File: src/hw/rtl/aema_pkg.sv
`timescale 1ns / 1ps

package aema_pkg;

	// field widths
	localparam int unsigned SLOT_W   = 11;
	localparam int unsigned ALPHA_W  = 17;
	localparam int unsigned WEIGHT_W = 16;
	localparam int unsigned LOAD_W   = 24;
	localparam int unsigned LOSS_W   = 17;
	localparam int unsigned CFG_W    = 17;
	localparam int unsigned CFG_IDX_W = 2;

	// quotient bits produced by each serial divider
	localparam int unsigned QUO_W = 24;
	localparam int unsigned CNT_W = 5;

	localparam logic [ALPHA_W-1:0] ONE_Q16  = 17'd65536;
	localparam logic [LOAD_W-1:0]  LOAD_MAX = 24'hFFFFFF;

	// configuration register indexes
	localparam logic [CFG_IDX_W-1:0] REG_ALPHA_LOAD = 2'd0;
	localparam logic [CFG_IDX_W-1:0] REG_ALPHA_LOSS = 2'd1;
	localparam logic [CFG_IDX_W-1:0] REG_COLL_WEIGHT = 2'd2;

	// request codes
	localparam logic REQ_REPORT  = 1'b0;
	localparam logic REQ_RESTART = 1'b1;

	typedef struct packed {
		logic              req_type;
		logic [SLOT_W-1:0] total_slots;
		logic [SLOT_W-1:0] success_slots;
		logic [SLOT_W-1:0] collision_slots;
	} in_word_t;

	typedef struct packed {
		logic [LOAD_W-1:0] load_estimate;
		logic [LOSS_W-1:0] loss_estimate;
		logic              estimate_valid;
	} out_word_t;

	// control of a serial unit: load operands, advance one digit
	typedef struct packed {
		logic load;
		logic step;
	} step_ctl_t;

	typedef enum logic [2:0] {
		ST_IDLE,
		ST_PREP,
		ST_DIV,
		ST_EMA_START,
		ST_EMA,
		ST_UPDATE,
		ST_RESULT
	} state_t;

endpackage

File: src/hw/rtl/aema_div.sv
`timescale 1ns / 1ps

// Restoring divider, one quotient bit per step. The starting remainder must be
// below the divisor; the low dividend bits shift out as quotient bits shift in.
module aema_div import aema_pkg::*; #(
	parameter int unsigned DW = 11
) (
	input  logic             clk,
	input  step_ctl_t        ctl,
	input  logic [DW-1:0]    rem_init,
	input  logic [QUO_W-1:0] low,
	input  logic [DW-1:0]    divisor,
	output logic [QUO_W-1:0] quo
);

	logic [DW-1:0]    rem_q;
	logic [QUO_W-1:0] lq_q;
	logic [DW:0]      trial;
	logic [DW:0]      diff;
	logic             ge;

	// trial subtract of the shifted remainder
	always_comb begin
		trial = {rem_q, lq_q[QUO_W-1]};
		diff  = trial - {1'b0, divisor};
		ge    = (trial >= {1'b0, divisor});
	end

	// load operands or advance one quotient bit
	always_ff @(posedge clk) begin
		if (ctl.load) begin
			rem_q <= rem_init;
			lq_q  <= low;
		end else if (ctl.step) begin
			rem_q <= ge ? diff[DW-1:0] : trial[DW-1:0];
			lq_q  <= {lq_q[QUO_W-2:0], ge};
		end
	end

	assign quo = lq_q;

endmodule

File: src/hw/rtl/aema_ema.sv
`timescale 1ns / 1ps

// Moving average update old*65536 + alpha*(inst-old), rounded and scaled
// back by 2^16. Alpha is taken one bit per step, LSB first.
module aema_ema import aema_pkg::*; #(
	parameter int unsigned W = 24
) (
	input  logic               clk,
	input  step_ctl_t          ctl,
	input  logic [ALPHA_W-1:0] alpha,
	input  logic [W-1:0]       inst,
	input  logic [W-1:0]       old,
	output logic [W-1:0]       result
);

	localparam int unsigned AW = W + 18;

	logic signed [AW-1:0] acc_q;
	logic signed [AW-1:0] mcand_q;
	logic [ALPHA_W-1:0]   mult_q;
	logic [W:0]           delta;
	logic [AW-1:0]        rounded;

	assign delta = {1'b0, inst} - {1'b0, old};

	// load operands or add one shifted partial product
	always_ff @(posedge clk) begin
		if (ctl.load) begin
			acc_q   <= $signed({2'b00, old, 16'b0});
			mcand_q <= $signed({{17{delta[W]}}, delta});
			mult_q  <= alpha;
		end else if (ctl.step) begin
			if (mult_q[0]) begin
				acc_q <= acc_q + mcand_q;
			end
			mcand_q <= mcand_q <<< 1;
			mult_q  <= mult_q >> 1;
		end
	end

	// round half up and drop the fraction
	assign rounded = acc_q + {{(AW-16){1'b0}}, 1'b1, 15'b0};
	assign result  = rounded[W+15:16];

endmodule

File: src/hw/rtl/aloha_load_ema_estimator.sv
`timescale 1ns / 1ps

// channel  | handshake               | word
// ---------+-------------------------+--------------------------------------
// in       | in_valid / in_stall     | in_word  : req_type, slot counts
// out      | out_valid / out_stall   | out_word : load, loss, estimate_valid
// cfg      | cfg_write               | cfg_index, cfg_data
//
// A frame report passes from accept to the result register through prepare, the
// 24 quotient bits of both serial dividers, operand load, the 17 alpha bits of both
// averaging units, update and issue. Restart and empty frames go from prepare to issue.
// The next word is taken in the cycle after issue.
// Reset clears both averages and arms seeding; registers take their defaults.
// Issue stalls only while the previous result still waits in the output register.
module aloha_load_ema_estimator import aema_pkg::*; #(
	parameter int unsigned MAX_SLOTS = 1024
) (
	input  logic                 clk,
	input  logic                 arst_n,
	input  logic                 in_valid,
	output logic                 in_stall,
	input  in_word_t             in_word,
	output logic                 out_valid,
	input  logic                 out_stall,
	output out_word_t            out_word,
	input  logic                 cfg_write,
	input  logic [CFG_IDX_W-1:0] cfg_index,
	input  logic [CFG_W-1:0]     cfg_data
);

	localparam logic [15:0] MAX_CNT = 16'(MAX_SLOTS);
	localparam int unsigned ATT_W = SLOT_W + 1;

	state_t state_q, state_d;

	logic [ALPHA_W-1:0]  alpha_load_q, alpha_loss_q;
	logic [WEIGHT_W-1:0] weight_q;

	logic              req_q;
	logic [SLOT_W-1:0] total_q, succ_q, coll_q;
	logic              sat_q, att_zero_q;
	logic [CNT_W-1:0]  cnt_q, cnt_d;

	logic [LOAD_W-1:0] smoothed_load_q;
	logic [LOSS_W-1:0] smoothed_loss_q;
	logic              awaiting_first_q;

	logic      out_valid_q;
	out_word_t out_word_q;

	step_ctl_t div_ctl, ema_ctl;
	logic      in_take, out_load, sm_clear, sm_update, prep_div;

	logic [SLOT_W-1:0] total_c, succ_c, coll_c;
	logic [27:0]       num;
	logic [35:0]       load_dvd;
	logic [ATT_W-1:0]  att;
	logic [27:0]       loss_dvd;
	logic              load_sat;
	logic [QUO_W-1:0]  load_quo, loss_quo;
	logic [LOAD_W-1:0] inst_load, ema_load;
	logic [LOSS_W-1:0] inst_loss, ema_loss;
	logic [ALPHA_W-1:0] eff_alpha_load, eff_alpha_loss;

	assign in_take  = in_valid && !in_stall;
	assign in_stall = (state_q != ST_IDLE);

	// clamp oversized slot counts
	always_comb begin
		total_c = ({5'b0, in_word.total_slots} > MAX_CNT) ? MAX_CNT[SLOT_W-1:0]
			: in_word.total_slots;
		succ_c  = ({5'b0, in_word.success_slots} > MAX_CNT) ? MAX_CNT[SLOT_W-1:0]
			: in_word.success_slots;
		coll_c  = ({5'b0, in_word.collision_slots} > MAX_CNT) ? MAX_CNT[SLOT_W-1:0]
			: in_word.collision_slots;
	end

	// configuration registers
	always_ff @(posedge clk or negedge arst_n) begin
		if (!arst_n) begin
			alpha_load_q <= 17'd6554;
			alpha_loss_q <= 17'd6554;
			weight_q     <= 16'd256;
		end else if (cfg_write) begin
			unique case (cfg_index)
				REG_ALPHA_LOAD:  alpha_load_q <= cfg_data;
				REG_ALPHA_LOSS:  alpha_loss_q <= cfg_data;
				REG_COLL_WEIGHT: weight_q     <= cfg_data[WEIGHT_W-1:0];
				default: ;
			endcase
		end
	end

	// capture the accepted word
	always_ff @(posedge clk) begin
		if (in_take) begin
			req_q   <= in_word.req_type;
			total_q <= total_c;
			succ_q  <= succ_c;
			coll_q  <= coll_c;
		end
	end

	// form rounded dividends for the instant load and loss
	always_comb begin
		num      = {9'b0, succ_q, 8'b0} + ({17'b0, coll_q} * {12'b0, weight_q});
		load_dvd = {num, 8'b0} + {26'b0, total_q[SLOT_W-1:1]};
		load_sat = (load_dvd[35:24] >= {1'b0, total_q});
		att      = {1'b0, succ_q} + {1'b0, coll_q};
		loss_dvd = {1'b0, coll_q, 16'b0} + {17'b0, att[ATT_W-1:1]};
	end

	always_ff @(posedge clk) begin
		if (prep_div) begin
			sat_q      <= load_sat;
			att_zero_q <= (att == '0);
		end
	end

	aema_div #(.DW(SLOT_W)) u_div_load (
		.clk      (clk),
		.ctl      (div_ctl),
		.rem_init (load_dvd[34:24]),
		.low      (load_dvd[QUO_W-1:0]),
		.divisor  (total_q),
		.quo      (load_quo)
	);

	aema_div #(.DW(ATT_W)) u_div_loss (
		.clk      (clk),
		.ctl      (div_ctl),
		.rem_init ({8'b0, loss_dvd[27:24]}),
		.low      (loss_dvd[QUO_W-1:0]),
		.divisor  (att),
		.quo      (loss_quo)
	);

	// saturate load, zero loss without attempts; seed with alpha of one
	always_comb begin
		inst_load      = sat_q ? LOAD_MAX : load_quo;
		inst_loss      = att_zero_q ? '0 : loss_quo[LOSS_W-1:0];
		eff_alpha_load = (awaiting_first_q || alpha_load_q[16]) ? ONE_Q16 : alpha_load_q;
		eff_alpha_loss = (awaiting_first_q || alpha_loss_q[16]) ? ONE_Q16 : alpha_loss_q;
	end

	aema_ema #(.W(LOAD_W)) u_ema_load (
		.clk    (clk),
		.ctl    (ema_ctl),
		.alpha  (eff_alpha_load),
		.inst   (inst_load),
		.old    (smoothed_load_q),
		.result (ema_load)
	);

	aema_ema #(.W(LOSS_W)) u_ema_loss (
		.clk    (clk),
		.ctl    (ema_ctl),
		.alpha  (eff_alpha_loss),
		.inst   (inst_loss),
		.old    (smoothed_loss_q),
		.result (ema_loss)
	);

	// sequencer state
	always_ff @(posedge clk or negedge arst_n) begin
		if (!arst_n) begin
			state_q <= ST_IDLE;
			cnt_q   <= '0;
		end else begin
			state_q <= state_d;
			cnt_q   <= cnt_d;
		end
	end

	// next state and unit controls
	always_comb begin
		state_d   = state_q;
		cnt_d     = cnt_q;
		div_ctl   = '0;
		ema_ctl   = '0;
		sm_clear  = 1'b0;
		sm_update = 1'b0;
		out_load  = 1'b0;
		prep_div  = 1'b0;
		unique case (state_q)
			ST_IDLE: begin
				if (in_take) begin
					state_d = ST_PREP;
				end
			end
			ST_PREP: begin
				priority if (req_q == REQ_RESTART) begin
					sm_clear = 1'b1;
					state_d  = ST_RESULT;
				end else if (total_q == '0) begin
					state_d = ST_RESULT;
				end else begin
					prep_div     = 1'b1;
					div_ctl.load = 1'b1;
					cnt_d        = CNT_W'(QUO_W - 1);
					state_d      = ST_DIV;
				end
			end
			ST_DIV: begin
				div_ctl.step = 1'b1;
				cnt_d        = cnt_q - 1'b1;
				if (cnt_q == '0) begin
					state_d = ST_EMA_START;
				end
			end
			ST_EMA_START: begin
				ema_ctl.load = 1'b1;
				cnt_d        = CNT_W'(ALPHA_W - 1);
				state_d      = ST_EMA;
			end
			ST_EMA: begin
				ema_ctl.step = 1'b1;
				cnt_d        = cnt_q - 1'b1;
				if (cnt_q == '0) begin
					state_d = ST_UPDATE;
				end
			end
			ST_UPDATE: begin
				sm_update = 1'b1;
				state_d   = ST_RESULT;
			end
			ST_RESULT: begin
				if (!out_valid_q || !out_stall) begin
					out_load = 1'b1;
					state_d  = ST_IDLE;
				end
			end
			default: state_d = ST_IDLE;
		endcase
	end

	// averages and seeding flag
	always_ff @(posedge clk or negedge arst_n) begin
		if (!arst_n) begin
			smoothed_load_q  <= '0;
			smoothed_loss_q  <= '0;
			awaiting_first_q <= 1'b1;
		end else if (sm_clear) begin
			smoothed_load_q  <= '0;
			smoothed_loss_q  <= '0;
			awaiting_first_q <= 1'b1;
		end else if (sm_update) begin
			smoothed_load_q  <= ema_load;
			smoothed_loss_q  <= ema_loss;
			awaiting_first_q <= 1'b0;
		end
	end

	// output register
	always_ff @(posedge clk or negedge arst_n) begin
		if (!arst_n) begin
			out_valid_q <= 1'b0;
		end else if (out_load) begin
			out_valid_q <= 1'b1;
		end else if (!out_stall) begin
			out_valid_q <= 1'b0;
		end
	end

	always_ff @(posedge clk) begin
		if (out_load) begin
			out_word_q.load_estimate  <= smoothed_load_q;
			out_word_q.loss_estimate  <= smoothed_loss_q;
			out_word_q.estimate_valid <= !awaiting_first_q;
		end
	end

	assign out_valid = out_valid_q;
	assign out_word  = out_word_q;

	// an accepted word always starts the prepare cycle
	a_take_prep: assert property (@(posedge clk) disable iff (!arst_n)
		in_take |=> state_q == ST_PREP)
		else $error("accepted word did not enter prepare");

	// averages stay cleared until seeded
	a_unseeded_zero: assert property (@(posedge clk) disable iff (!arst_n)
		awaiting_first_q |-> (smoothed_load_q == '0) && (smoothed_loss_q == '0))
		else $error("average nonzero before seeding");

	// loss ratio never exceeds one
	a_loss_range: assert property (@(posedge clk) disable iff (!arst_n)
		smoothed_loss_q <= ONE_Q16)
		else $error("loss estimate above one");

	// averaging starts only after all quotient bits are out
	a_div_done: assert property (@(posedge clk) disable iff (!arst_n)
		state_q == ST_EMA_START |-> $past(state_q) == ST_DIV && $past(cnt_q) == '0)
		else $error("averaging started before division finished");

endmodule

File: config.mk
export PLATFORM = sky130hd
export DESIGN_NAME = aloha_load_ema_estimator
export DESIGN_NICKNAME = d
export VERILOG_FILES = /design/src/hw/rtl/aema_pkg.sv /design/src/hw/rtl/aema_div.sv /design/src/hw/rtl/aema_ema.sv /design/src/hw/rtl/aloha_load_ema_estimator.sv
export SDC_FILE = /design/constraint.sdc
export NUM_CORES = 1
export LEC_CHECK = 0
export ABC_AREA = 1
export BUFFER_PORTS_ARGS = -buffer_cell sky130_fd_sc_hd__buf_2
export CAP_MARGIN = 15
export CORE_ASPECT_RATIO = 1.5
export CORE_MARGIN = 2
export CORE_UTILIZATION = 45
export DETAILED_ROUTE_END_ITERATION = 8
export GPL_ROUTABILITY_DRIVEN = 0
export PLACE_DENSITY = 0.65
export SYNTH_ARGS = -nofsm -noshare
export SYNTH_HDL_FRONTEND = slang
export SYNTH_HIERARCHICAL = 1
export SYNTH_SLANG_ARGS = --single-unit
File: constraint.sdc
create_clock -name clk -period 6.1 [get_ports clk]
set_clock_uncertainty 0.15 [all_clocks]
set_input_delay 0.915 -clock clk [delete_from_list [all_inputs] [get_ports clk]]
set_output_delay 0.915 -clock clk [all_outputs]
set_load 0.02 [all_outputs]
==> reports/results.ini, run 1 <==
[floorplan]
core-area_um2 = 81200
dieWidth_um = 238
die_y_um = 354
die-area_um2 = 84200
row_count = 128
start_util_pct = 45.3
pin_count = 102

[synthesis]
yosysMostFrequentCell = nand2_1
synth-compound-area-share_pct = 5.39
ys_seq_area_share_pct = 32.9
synth_edf_count = 297
syn_avg_cell_area_um2 = 7.22
synthDistinctLibCells = 63
muxShareOfSynthArea_pct = 0
yosys_most_used_dff = edfxtp_1
yosys.area.top_type = edfxtp_1
yosys_warnings = 6
synthAdderAreaFrac_pct = 15.9
synth-async-reset-ratio_pct = 23.5
syn-cell-area_um2 = 36800
synth_seq_cells = 430
netlist_top_cells_count = 1,746 x nand2_1, 952 x inv_1, 336 x nor2_1, 333 x nand3_1, 297 x edfxtp_1
yosysTopAreaCellShare_pct = 24.2
synthCells = 5097
synthTopCellsByArea = edfxtp_1 24%, nand2_1 18%, inv_1 9.7%
synth_top_family_by_area = simple AND/OR/NAND/NOR gates
synth_xor_area_share_pct = 2.66
synth_simple_gate_area_share_pct = 31.8

[critical_path]
reg2reg_depth = 30
cp_common_cell = fa_1
critical_path.startpoint_type = flop
worstSetupPathType = flop to flop
cp_max_fo = 8
slowest_stage = dfstp_2
critPathCaptureType = flop
required_ns = 6.29
critical_path.max_stage_delay_ns = 0.64
crit_arrival_ns = 6.64

[global_route]
grt_pass1_wl_mm = 171
grt-ovfl-total = 0
groute.usage.overall_pct = 25.6
grt_max_degree = 63
grt_antenna_before_repair = 0
grt_pass1_vias = 33000

[timing]
min_period_ns = 6.45
slew_violations = 0
final-hold-violation-count = 0
finalWorstSetupSlack_ns = -0.349
relSlewSlack_pct = 26.2
setup_viol = 1
rsz0062_at_grt = true
timing.fmax_mhz = 155
worst_slew_pin_slew_ns = 1.11
period_share_pct = 106

[drt]
ant_nets = 0
viasPerCell = 5.10
dr.first_iter.drc_count = 2252
wl_per_cell_um = 16.5
num_vias = 32800
drc = 0
wl_mm = 106
first_pass_iters = 7

[clocking]
cts_buffers = 48
cts-root-buf = clkbuf_16
cts.sinks = 430
cts_tree = yes
hold_buffers = 0
clock_path_buffers = 3
insertion_delay_ns = 0.62
clkTransAtPathRegs_ns = 0.06
htreeDepth = 2

[run_status]
violations = setup timing
status = finished with violations

[cells_and_area]
multiInputGateArea_um2 = 21300
n_fill_cell = 7836
antenna-diode-count = 0
final-seq-area_um2 = 12100
area_growth_pct = 14.8
drive_gt1_share_pct = 14.2
nNetsFinal = 5796
design_area_um2 = 42300

[place]
dp_hpwl_mm = 83.8
placed_area_um2 = 40000
numPortBuffers = 101

[hold_path]
hp-class = input port to async pin

[job]
drv_cap = 0

## flip-flops by register name (all words and copies together) (netlist names), 5 cells and up
| name | count |
|---|---|
| out_word | 42 |
| u_ema_load/acc_q | 40 |
| u_ema_load/mcand_q | 40 |
| u_ema_loss/acc_q | 33 |
| u_ema_loss/mcand_q | 33 |
| smoothed_load_q | 24 |
| u_div_load/quo | 24 |
| u_div_loss/quo | 24 |
| alpha_load_q | 17 |
| alpha_loss_q | 17 |
| smoothed_loss_q | 17 |
| u_ema_load/mult_q | 17 |
| u_ema_loss/mult_q | 17 |
| weight_q | 16 |
| u_div_loss/rem_q | 12 |
| coll_q | 11 |
| succ_q | 11 |
| total_q | 11 |
| u_div_load/rem_q | 11 |
| cnt_q | 5 |
## per-layer routing
layer	GRT usage (%)	share of wire (%)	vias to the layer above
li1	-	-	16400
met1	28.8	39	15400
met5	0	0	-
met4	12.8	5.5	0
met2	48.0	52	816
met3	2.08	3.8	279
## layout make-up
class / count / share of cell area (%)
Clock buffer: 67 / 3.30
Clock inverter: 22 / 0.480
Inverter: 966 / 8.58
Multi-Input combinational cell: 3584 / 50.3
Sequential cell: 430 / 28.7
Tap cell: 1040 / 3.08
Timing Repair Buffer: 328 / 5.61
## critical path, delay by kind of cell, from the launching register on
kind                       cells  cell delay, ns
adders and majority gates      7            3.03
and+or+nand+nor               15            1.37
DFF                            1            0.64
AOI/OAI and AO/OA              3            0.41
buffers and inverters          4            0.30
xor gates and xnor gates       1            0.25
## through the flow
stage | setup slack, ns | cells | util, % | setup TNS, ns | hold slack (ns)
6_report | -0.349 | 6437 | 52.1 | -0.349 | 0.197
5_1_grt | -0.722 | 6437 | 52.1 | -0.888 | 0.214
4_1_cts | -0.309 | 6420 | 51.6 | -0.309 | 0.190
3_5_place_dp | -0.540 | 6316 | 49.3 | -0.540 | 0.307
3_3_place_gp | -0.360 | 6316 | 49.3 | -0.360 | 0.292
2_1_floorplan | -0.00477 | 5110 | - | -0.00477 | 0.283
## cells in the final DEF (no fill, tap or decap), types with 10 or more instances in the layout
cell	Yosys	final
fa_1	146	143
nor3_1	37	34
buf_2	9	100
nand3_1	333	323
buf_4	0	213
inv_1	952	936
o21bai_1	14	14
ha_1	234	220
nor2_1	336	320
conb_1	1	14
a21oi_1	140	132
or2_2	36	36
clkbuf_1	109	10
nand2_1	1746	1676
dfstp_2	16	16
nand2_4	8	19
nand4_1	63	63
ha_4	0	14
edfxtp_1	297	297
dfxtp_1	32	32
xnor2_1	53	53
clkbuf_16	0	51
inv_2	11	26
xor2_1	59	57
nor2_2	22	24
nand3_2	23	30
dfrtp_1	85	78
nand2_2	52	111
o21ai_0	156	155
nor2_4	13	27
nand3b_1	20	20
## path summary, 6_finish.rpt
kind	slack, ns	endpoint	start
max	-0.35	sat_q	weight_q[8]
min	0.20	state_q[1]	arst_n
max reg2reg	-0.35	sat_q	weight_q[8]
min reg2reg	0.32	u_ema_loss/acc_q[11]	u_ema_loss/acc_q[11]
max in group asynchronous	4.54	weight_q[10]	arst_n
min in group clk	0.32	u_ema_loss/acc_q[11]	u_ema_loss/acc_q[11]
## cells by family after synthesis
kind of cell / count (synthesis)
compound gates: 357
xor+xnor: 112
fa+ha+maj: 380
buf+inv: 1096
flops: 430
other cells: 1
simple gates: 2721
## timing repair
action | CTS | global route
setup buffers | 15 | 16
gates resized for setup | 43 | 63
endpoints found under the setup margin | 1 | 5
pin swaps | 45 | 41
Power of run 1 is not shown: default switching activity piles up to over one toggle a cycle in this logic, so the estimate is an artifact.
==> run 2: changes to the inputs <==
--- a/config.mk
+++ b/config.mk
@@ -14,6 +14,7 @@
 export DETAILED_ROUTE_END_ITERATION = 8
 export GPL_ROUTABILITY_DRIVEN = 0
 export PLACE_DENSITY = 0.65
+export SETUP_SLACK_MARGIN = 0.4
 export SYNTH_ARGS = -nofsm -noshare
 export SYNTH_HDL_FRONTEND = slang
 export SYNTH_HIERARCHICAL = 1
==> reports/results.ini, run 2 (synthesis results as in run 1) <==
[drt]
num_vias = 32900  ; +0.34%
ant_nets = 0  ; unchanged
drc = 0  ; unchanged
wl_per_cell_um = 16.6  ; +0.49%
first_pass_iters = 6  ; -1
wl_mm = 107  ; +0.62%
dr.first_iter.drc_count = 2242  ; -0.44%
viasPerCell = 5.11  ; +0.22%

[timing]
relSlewSlack_pct = 26.9  ; +0.70 points
slew_violations = 0  ; unchanged
period_share_pct = 107  ; +0.78 points
worst_hold_slack_ns = 0.195  ; -0.00208 ns
timing.fmax_mhz = 154  ; -0.74%
final-hold-violation-count = 0  ; unchanged
finalWorstSetupSlack_ns = -0.397  ; -0.0477 ns
min_period_ns = 6.50  ; +0.0477 ns
rsz0062_at_grt = true
worst_slew_pin_slew_ns = 1.10  ; -0.0106 ns
setup_viol = 1  ; unchanged

[critical_path]
cp_common_cell = fa_1
rr_endpoint = sat_q
endpoint = sat_q
r2r_slack_ns = -0.40  ; -0.05 ns
crit_arrival_ns = 6.68  ; +0.04 ns
critical_path.max_stage_delay_ns = 0.63  ; about the same
critical_path.startpoint_type = flop
reg2reg_depth = 30  ; unchanged
critPathCaptureType = flop
cp_max_fo = 7  ; -1
required_ns = 6.29  ; about the same
rr_startpoint = weight_q[8]
crit_start = weight_q[8]
slowest_stage = dfstp_2
worstSetupPathType = flop to flop

[place]
place_ws_ns = -0.540  ; unchanged
dp_hpwl_mm = 83.8  ; unchanged
numPortBuffers = 101  ; unchanged
place_inst = 6316  ; unchanged

[clocking]
cts_tree = yes
hold_buffers = 0  ; unchanged
cts-root-buf = clkbuf_16
insertion_delay_ns = 0.62  ; about the same
cts_buffers = 48  ; unchanged
clock_path_buffers = 3  ; unchanged
clkTransAtPathRegs_ns = 0.06  ; about the same
htreeDepth = 2  ; unchanged
cts.sinks = 430  ; unchanged

[cells_and_area]
largest_reg_flops = 42  ; unchanged
final_cell_mix = 1,662 x nand2_1, 924 x inv_1, 322 x nand3_1
drive_gt1_share_pct = 15.0  ; +0.87 points
layout_commonest_cell = nand2_1
antenna-diode-count = 0  ; unchanged
final_cells = 6445  ; +0.12%
fin_util_pct = 52.4  ; +0.35 points
n_fill_cell = 7801  ; -0.45%
area_growth_pct = 15.6
nNetsFinal = 5804  ; +0.14%

[global_route]
grt-ovfl-total = 0  ; unchanged
grt_max_degree = 63  ; unchanged
grt_antenna_before_repair = 0  ; unchanged
grt_pass1_wl_mm = 171  ; +0.17%
grt_pass1_vias = 33000  ; +0.061%
groute.usage.overall_pct = 25.6  ; +0.035 points

[floorplan]
dieWidth_um = 238  ; unchanged
row_count = 128  ; unchanged
start_util_pct = 45.3  ; unchanged
pin_count = 102  ; unchanged
die-area_um2 = 84200  ; unchanged
core-area_um2 = 81200  ; unchanged
die_y_um = 354  ; unchanged

[run_status]
status = finished with violations
violations = setup timing

[job]
drv_cap = 0  ; unchanged

[hold_path]
hp-class = input port to async pin

==> run 2: changes by cell type in the layout (fill, tap and decap cells not counted), sizes merged <==
| cell | before | now |
|---|---|---|
| buf | 328 | 336 |
==> run 2: worst max-delay path: cells and delay by family (launching register included) <==
family                     cells  cell delay (ns)
xor gates and xnor gates       1             0.24
buffers and inverters          5             0.41
adders and majority gates      7             3.07
DFF                            1             0.63
and+or+nand+nor               13             1.19
AOI/OAI and AO/OA              4             0.54
==> run 2: repair_timing <==
action,in CTS,in global routing
endpoints found under the setup margin,8,14
buffers inserted,17,22
pin swaps,51,45
resized for setup,54,119
==> run 2: worst min-delay path by stage <==
| stage | startpoint | endpoint | slack, ns |
|---|---|---|---|
| floorplan | u_ema_loss/acc_q[11] | u_ema_loss/acc_q[11] | 0.28 |
| global placement | u_ema_loss/acc_q[11] | u_ema_loss/acc_q[11] | 0.29 |
| detailed placement | u_ema_loss/acc_q[10] | u_ema_loss/acc_q[10] | 0.31 |
| CTS | arst_n | smoothed_loss_q[15] | 0.19 |
| global route | arst_n | smoothed_loss_q[15] | 0.21 |
| finish | arst_n | state_q[1] | 0.19 |
==> run 2: area by class of cell <==
cell class / count / area [um2] / share of cell area [%]
Multi-Input combinational cell: 3584 / 21400 / 50.4
Sequential cell: 430 / 12100 / 28.5
Inverter: 966 / 3630 / 8.53
Timing Repair Buffer: 336 / 2460 / 5.78
Clock buffer: 67 / 1400 / 3.28
Tap cell: 1040 / 1300 / 3.06
Clock inverter: 22 / 203 / 0.476
==> run 2: metal layers <==
| layer | track usage [%] | routed length, um | part of all wire, % | up-vias |
|---|---|---|---|---|
| met5 | 0 | 0 | 0 | - |
| met3 | 2.08 | 4000 | 3.7 | 300 |
| met4 | 12.6 | 6030 | 5.6 | 0 |
| li1 | - | - | - | 16400 |
| met2 | 48.1 | 55400 | 52 | 824 |
| met1 | 28.9 | 41300 | 39 | 15400 |
==> run 2: metrics by stage <==
| stage | area, um2 | TNS (ns) |
|---|---|---|
| after floorplan | 37400 | -0.00477 |
| after global placement | 40000 | -0.360 |
| after detailed placement | 40000 | -0.540 |
| after CTS | 41900 | -0.306 |
| after global routing | 42600 | -0.876 |
| final | 42600 | -0.397 |
Power of run 2 is left out for the same reason.
